[src/design/lmtf_pkg.sv]
`timescale 1ns / 1ps

package lmtf_pkg;

    // Field widths fixed by the block's interface.
    localparam int KEY_W = 64;
    localparam int POS_W = 3;

    // Action codes.
    localparam logic ACT_REFERENCE = 1'b0;
    localparam logic ACT_QUERY     = 1'b1;

    // Write data sources for the entry store.
    localparam logic WSEL_KEY_IN = 1'b0;
    localparam logic WSEL_CARRY  = 1'b1;

    // Command beat.
    typedef struct packed {
        logic             action;
        logic [KEY_W-1:0] key_in;
    } cmd_t;

    // Result beat.
    typedef struct packed {
        logic [KEY_W-1:0] key_out;
        logic [POS_W-1:0] position;
        logic             last;
    } result_t;

    // Per-cycle controls from the sequencer to the datapath.
    typedef struct packed {
        logic we;        // write the entry store
        logic wsel;      // write data source
        logic carry_ld;  // capture the entry just read as the next carry
        logic emit;      // present a result beat next cycle
        logic emit_last; // that beat closes the query run
    } ctrl_t;

endpackage

[src/design/lru_move_to_front_list_core.sv]
// Reference: into an empty list the key is written at acceptance, without going busy;
// else one entry of the store is read, compared and rewritten per cycle in ST_REF,
// then ST_TAIL on a miss below capacity. Query: one result beat per stored key, one per cycle.
// An empty list on query gives no beats and leaves the block idle.
// Results cannot be stalled. Asynchronous active-low reset empties the list.
`timescale 1ns / 1ps

module lru_move_to_front_list_core
    import lmtf_pkg::*;
#(
    parameter int CAPACITY = 5,
    parameter int KEY_BITS = 64
) (
    input  logic    clk,
    input  logic    rst_n,
    input  logic    start,
    output logic    busy,
    input  cmd_t    cmd,
    output logic    result_valid,
    output result_t result
);

    localparam int IW = (CAPACITY > 1) ? $clog2(CAPACITY) : 1;

    ctrl_t               ctrl;
    logic [IW-1:0]       waddr, raddr, pos;
    logic [KEY_BITS-1:0] key_reg, carry_reg, rd_data, wr_data, key_masked;
    logic                start_acc, hit;
    logic                valid_reg;
    result_t             result_reg;

    assign start_acc  = start && !busy;
    assign key_masked = cmd.key_in[KEY_BITS-1:0];

    // The shared compare unit.
    assign hit     = (rd_data == key_reg);
    assign wr_data = (ctrl.wsel == WSEL_KEY_IN) ? key_masked : carry_reg;

    lmtf_ctrl #(
        .CAPACITY (CAPACITY)
    ) u_ctrl (
        .clk       (clk),
        .rst_n     (rst_n),
        .start_acc (start_acc),
        .action    (cmd.action),
        .hit       (hit),
        .busy      (busy),
        .ctrl      (ctrl),
        .waddr     (waddr),
        .raddr     (raddr),
        .pos       (pos)
    );

    lmtf_ram #(
        .WIDTH (KEY_BITS),
        .DEPTH (CAPACITY)
    ) u_ram (
        .clk   (clk),
        .we    (ctrl.we),
        .waddr (waddr),
        .wdata (wr_data),
        .raddr (raddr),
        .rdata (rd_data)
    );

    // Key under reference and the key being pushed down the list.
    always_ff @(posedge clk)
    begin
        if (start_acc)
        begin
            key_reg   <= key_masked;
            carry_reg <= key_masked;
        end
        else if (ctrl.carry_ld)
        begin
            carry_reg <= rd_data;
        end
    end

    // Result beat register.
    always_ff @(posedge clk or negedge rst_n)
    begin
        if (!rst_n)
        begin
            valid_reg <= 1'b0;
        end
        else
        begin
            valid_reg <= ctrl.emit;
        end
    end

    always_ff @(posedge clk)
    begin
        if (ctrl.emit)
        begin
            result_reg.key_out  <= KEY_W'(rd_data);
            result_reg.position <= POS_W'(pos);
            result_reg.last     <= ctrl.emit_last;
        end
    end

    assign result_valid = valid_reg;
    assign result       = result_reg;

`ifndef SYNTHESIS
    // A beat only follows a busy cycle.
    a_beat_after_busy: assert property (@(posedge clk) disable iff (!rst_n)
        result_valid |-> $past(busy))
        else $error("result beat without a preceding busy cycle");

    // The closing beat of a query finds the block free again.
    a_last_frees: assert property (@(posedge clk) disable iff (!rst_n)
        (result_valid && result.last) |-> !busy)
        else $error("block still busy at the closing beat");

    // A query run has no gaps.
    a_run_contiguous: assert property (@(posedge clk) disable iff (!rst_n)
        (result_valid && !result.last) |=> result_valid)
        else $error("gap inside a query run");

    // Positions count up by one within a run.
    a_pos_step: assert property (@(posedge clk) disable iff (!rst_n)
        (result_valid && !result.last) |=>
            (result.position == $past(result.position) + 3'd1))
        else $error("position did not advance by one");
`endif

endmodule

[src/design/lmtf_ram.sv]
`timescale 1ns / 1ps

module lmtf_ram #(
    parameter int WIDTH = 64,
    parameter int DEPTH = 5,
    localparam int AW = (DEPTH > 1) ? $clog2(DEPTH) : 1
) (
    input  logic                     clk,
    input  logic                     we,
    input  logic [AW-1:0]            waddr,
    input  logic [WIDTH-1:0]         wdata,
    input  logic [AW-1:0]            raddr,
    output logic [WIDTH-1:0]         rdata
);

    logic [WIDTH-1:0] mem [DEPTH];

    // One write port, one registered read port.
    always_ff @(posedge clk)
    begin
        if (we)
        begin
            mem[waddr] <= wdata;
        end
        rdata <= mem[raddr];
    end

endmodule

[src/design/lmtf_ctrl.sv]
`timescale 1ns / 1ps

module lmtf_ctrl
    import lmtf_pkg::*;
#(
    parameter int CAPACITY = 5,
    localparam int IW = (CAPACITY > 1) ? $clog2(CAPACITY) : 1
) (
    input  logic          clk,
    input  logic          rst_n,
    input  logic          start_acc,
    input  logic          action,
    input  logic          hit,
    output logic          busy,
    output ctrl_t         ctrl,
    output logic [IW-1:0] waddr,
    output logic [IW-1:0] raddr,
    output logic [IW-1:0] pos
);

    localparam int CW = $clog2(CAPACITY + 1);

    localparam logic [1:0] ST_IDLE = 2'd0;
    localparam logic [1:0] ST_REF  = 2'd1;
    localparam logic [1:0] ST_TAIL = 2'd2;
    localparam logic [1:0] ST_QRY  = 2'd3;

    localparam logic [IW-1:0] IDX_LAST = IW'(CAPACITY - 1);

    logic [1:0]    state_reg, state_next;
    logic [IW-1:0] idx_reg, idx_next;
    logic [CW-1:0] count_reg, count_next;
    logic [IW-1:0] idx_inc;
    logic          at_tail;

    // Next read address wraps at the end of the store; the data is unused then.
    assign idx_inc = (idx_reg == IDX_LAST) ? '0 : idx_reg + 1'b1;
    assign at_tail = (CW'(idx_reg) + 1'b1) == count_reg;
    assign busy    = (state_reg != ST_IDLE);
    assign pos     = idx_reg;

    // Sequencer: on a reference one entry is read, compared and rewritten each cycle; a query only reads.
    always_comb
    begin
        state_next = state_reg;
        idx_next   = idx_reg;
        count_next = count_reg;
        ctrl       = '0;
        ctrl.wsel  = WSEL_CARRY;
        waddr      = idx_reg;
        raddr      = idx_inc;
        unique case (state_reg)
            ST_IDLE:
            begin
                raddr    = '0;
                idx_next = '0;
                if (start_acc)
                begin
                    if (action == ACT_QUERY)
                    begin
                        if (count_reg != '0)
                        begin
                            state_next = ST_QRY;
                        end
                    end
                    else if (count_reg == '0)
                    begin
                        // First key goes straight to the front.
                        ctrl.we    = 1'b1;
                        ctrl.wsel  = WSEL_KEY_IN;
                        waddr      = '0;
                        count_next = CW'(1);
                    end
                    else
                    begin
                        state_next = ST_REF;
                    end
                end
            end
            ST_REF:
            begin
                // Write the carried key here and pick up the one it displaces.
                ctrl.we       = 1'b1;
                ctrl.carry_ld = 1'b1;
                if (hit || (idx_reg == IDX_LAST))
                begin
                    state_next = ST_IDLE;
                end
                else if (at_tail)
                begin
                    state_next = ST_TAIL;
                end
                else
                begin
                    idx_next = idx_inc;
                end
            end
            ST_TAIL:
            begin
                // Miss below capacity: the old last key lands one place further.
                ctrl.we    = 1'b1;
                waddr      = IW'(count_reg);
                count_next = count_reg + 1'b1;
                state_next = ST_IDLE;
            end
            ST_QRY:
            begin
                ctrl.emit      = 1'b1;
                ctrl.emit_last = at_tail;
                if (at_tail)
                begin
                    state_next = ST_IDLE;
                end
                else
                begin
                    idx_next = idx_inc;
                end
            end
            default:
            begin
                state_next = ST_IDLE;
            end
        endcase
    end

    always_ff @(posedge clk or negedge rst_n)
    begin
        if (!rst_n)
        begin
            state_reg <= ST_IDLE;
            idx_reg   <= '0;
            count_reg <= '0;
        end
        else
        begin
            state_reg <= state_next;
            idx_reg   <= idx_next;
            count_reg <= count_next;
        end
    end

endmodule
[config.mk]
export PLATFORM = sky130hd
export DESIGN_NAME = lru_move_to_front_list_core
export DESIGN_NICKNAME = d
export VERILOG_FILES = /design/src/design/lmtf_pkg.sv /design/src/design/lru_move_to_front_list_core.sv /design/src/design/lmtf_ram.sv /design/src/design/lmtf_ctrl.sv
export SDC_FILE = /design/constraint.sdc
export NUM_CORES = 1
export LEC_CHECK = 0
export BUFFER_PORTS_ARGS = -buffer_cell sky130_fd_sc_hd__buf_2
export CELL_PAD_IN_SITES_DETAIL_PLACEMENT = 2
export CELL_PAD_IN_SITES_GLOBAL_PLACEMENT = 2
export CORE_MARGIN = 8
export CORE_UTILIZATION = 47
export CTS_CLUSTER_SIZE = 12
export DETAILED_ROUTE_END_ITERATION = 8
export PLACE_DENSITY_LB_ADDON = 0.1
export SLEW_MARGIN = 20
export SYNTH_ARGS = -nofsm -noshare
export SYNTH_HDL_FRONTEND = slang
export SYNTH_SLANG_ARGS = --single-unit
[constraint.sdc]
create_clock -name clk -period 15.3 [get_ports clk]
set_input_delay 1.53 -clock clk [delete_from_list [all_inputs] [get_ports clk]]
set_output_delay 1.53 -clock clk [all_outputs]
set_load 0.005 [all_outputs]
==> flow_metrics.env <==
export IMPL_ant_nets=0
export IMPL_initial_core_util=0.475
export IMPL_cts_buffer_depth=3
export IMPL_synthCells=1543
export IMPL_syn_num_nets=1620
export IMPL_timing_final_crit_period_ns=5.69
export IMPL_routed_wl_um=66300
export IMPL_htreeDepth=2
export IMPL_via_count=13400
export IMPL_drc=0
export IMPL_cp_arrival_ns=5.93
export IMPL_synth_cell_types=41
export IMPL_hold_buffers=0
export IMPL_grt_pass1_vias=15100
export IMPL_cp_start_kind="flop"
export IMPL_cts_root_buf="clkbuf_16"
export IMPL_yosysWarnings=0
export IMPL_largest_reg_flops=320
export IMPL_drive_gt1_frac=0.150
export IMPL_relSlewSlack=0.284
export IMPL_cts_sink_count=589
export IMPL_cap_violations=0
export IMPL_crit_start="u_ctrl.state_reg[1]"
export IMPL_dieArea_mm2=0.0553
export IMPL_clock_fmax_mhz=176
export IMPL_grtUsageTotal=0.237
export IMPL_reg2reg_depth=12
export IMPL_r2r_setup_slack_ns=9.61
export IMPL_post_route_period_util=0.372
export IMPL_grt_max_degree=95
export IMPL_cp_data_required_time_ns=15.54
export IMPL_vias_per_cell=5.71
export IMPL_path_clk_slew_ns=0.06
export IMPL_layout_nets=1757
export IMPL_synth_area_mm2=0.0226
export IMPL_ys_ff_latch=589
export IMPL_finalSetupViolCount=0
export IMPL_gr_total_overflow=0
export IMPL_yosysSeqAreaShare=0.753
export IMPL_cts_setup_buffers=0
export IMPL_tightest_slew_ns=1.06
export IMPL_firstDrtPassIters=5
export IMPL_power_density_mw_per_mm2=239
export IMPL_place_congestion=0.748
export IMPL_dieHeight_um=235
export IMPL_critPathKind="reg2reg"
export IMPL_dp_hpwl_um=40400
export IMPL_r2r_start="u_ctrl.state_reg[1]"
export IMPL_wl_per_cell_um=28.3
export IMPL_cts_resized=0
export IMPL_setup_tns_ns=0
export IMPL_num_fill_cells=4324
export IMPL_tritoncts="built"
export IMPL_grt_setup_unrepaired="false"
export IMPL_port_buffers=137
export IMPL_min_path_type="reg2reg"
export IMPL_outcome="complete, no violations"
export IMPL_synthToLayoutAreaGrowth_pct=14.3
export IMPL_drv_slew=0
export IMPL_cts_inserted_buffers=61
export IMPL_grt_pass1_wl_um=99400
export IMPL_rows=80
export IMPL_endpoint_kind="flop"
export IMPL_die_w_um=235
export IMPL_async_flop_share=0.0153
export IMPL_core_mm2=0.0475
export IMPL_worstPathMaxFanout=65
export IMPL_num_io_pins=138
export IMPL_crit_end="u_ram.mem[3][18]"
export IMPL_skew_ns=0.0205
export IMPL_syn_mean_instance_area_um2=14.6
export IMPL_synth_edff_count=516
export IMPL_antenna_found_initial=1
export IMPL_rr_endpoint="u_ram.mem[3][18]"
export IMPL_multi_input_area_mm2=0.00530
export IMPL_leakage_nw=8.90
export IMPL_drt_iter0_drc=822
export IMPL_hold_ws_ns=0.455
export IMPL_clk_insertion_delay_late_ns=0.63
export IMPL_seq_area_mm2=0.0170
export IMPL_ir_drop_mv=0.106
export IMPL_synth_ff_type="edfxtp_1"
export IMPL_hold_viol_final=0
-- how the worst min path moves through the flow --
stage | start | depth (start not counted) | endpoint
after detailed placement | u_ram.mem[4][62] | 2 | u_ram.rdata[62]
final | u_ram.mem[4][57] | 2 | u_ram.rdata[57]
after CTS | u_ram.mem[4][31] | 2 | u_ram.rdata[31]
after global placement | u_ram.mem[4][27] | 2 | u_ram.rdata[27]
after global routing | u_ram.mem[4][57] | 2 | u_ram.rdata[57]
after floorplan | u_ram.mem[4][0] | 2 | u_ram.rdata[0]
-- stage by stage --
| step | util | total power [mW] | area [µm²] | setup WS, ns | instances |
|---|---|---|---|---|---|
| floorplan | - | 3.96 | 22600 | 6.17 | 1543 |
| global route | 0.543 | 6.47 | 25800 | 9.25 | 2345 |
| finish | 0.543 | 6.17 | 25800 | 9.61 | 2346 |
| CTS | 0.543 | 6.24 | 25800 | 9.56 | 2344 |
| detailed placement | 0.504 | 4.80 | 24000 | 9.63 | 2231 |
| global placement | 0.504 | 4.60 | 24000 | 9.81 | 2231 |
-- Yosys cell counts, types with 2 or more instances --
cell type | count | area share
a21oi_1 | 5 | 0.0011
o21ai_1 | 201 | 0.045
edfxtp_1 | 516 | 0.69
o31ai_1 | 2 | 0.00066
dfxtp_1 | 64 | 0.057
nor4_2 | 2 | 0.0011
clkbuf_1 | 56 | 0.0093
dfrtp_1 | 9 | 0.010
mux2_1 | 128 | 0.064
nor2_1 | 69 | 0.011
a22o_1 | 2 | 0.00078
inv_2 | 2 | 0.00033
nor4_1 | 17 | 0.0047
ha_1 | 9 | 0.0050
nand2b_1 | 5 | 0.0014
nor3_1 | 4 | 0.00089
buf_2 | 26 | 0.0058
o21ai_0 | 59 | 0.013
nand2_1 | 201 | 0.033
a22oi_1 | 2 | 0.00066
xor2_1 | 65 | 0.025
xnor2_1 | 3 | 0.0012
nand3_1 | 66 | 0.015
nand4_1 | 4 | 0.0011
inv_1 | 9 | 0.0015
buf_1 | 2 | 0.00033
-- metal layers --
| metal | GRT usage | wire [µm] |
|---|---|---|
| met1 | 0.285 | 27400 |
| met2 | 0.436 | 35000 |
| met3 | 0.0407 | 2370 |
| met4 | 0.0637 | 1590 |
| met5 | 0 | 0 |
-- worst max-delay path, cell delays in order (launching register included) --
cell and delay (ns):
dfrtp_1 0.42, inv_1 0.20, ha_4 0.16, buf_4 0.65, nand2_2 0.38, nor3_4 0.26, buf_4 0.51, a21oi_1 0.26
a22oi_1 0.32, o211ai_1 0.24, nand2b_1 0.29, nor2_4 0.83, buf_4 0.72
-- placed cells by master, fill, tap and decap left out, types with 10 or more instances in the layout --
master	count
xor2_1	65
clkinv_1	10
nor2_1	67
buf_4	19
nor4_1	16
mux2_1	128
edfxtp_1	516
o21ai_0	59
clkbuf_1	22
nand3_1	65
nand2_1	200
buf_2	137
dfxtp_1	64
o21ai_1	201
clkbuf_16	61
-- cell families (layout without fill, tap and decap cells) --
family,count (synthesis),count (layout),synth area share
xor gates and xnor gates,68,68,0.0264
DFF,589,589,0.753
other,0,1,0
buffers and inverters,95,282,0.0172
muxes,129,129,0.0643
and+or+nand+nor,375,375,0.0709
AOI/OAI and AO/OA,278,278,0.0635
adders and majority gates,9,9,0.00499
-- area by class of cell --
type | count | area share
Antenna cell | 1 | 0.0000969
Inverter | 11 | 0.00179
Sequential cell | 589 | 0.658
Clock inverter | 21 | 0.00402
Tap cell | 615 | 0.0298
Multi-Input combinational cell | 859 | 0.205
Clock buffer | 92 | 0.0671
Timing Repair Buffer | 158 | 0.0336
-- power breakdown --
part	internal [mW]	switching, mW
clock network	0.776	0.610
registers	2.60	0.262
logic	0.537	1.39
total	3.91	2.26
(Power assumes the default switching activity.)
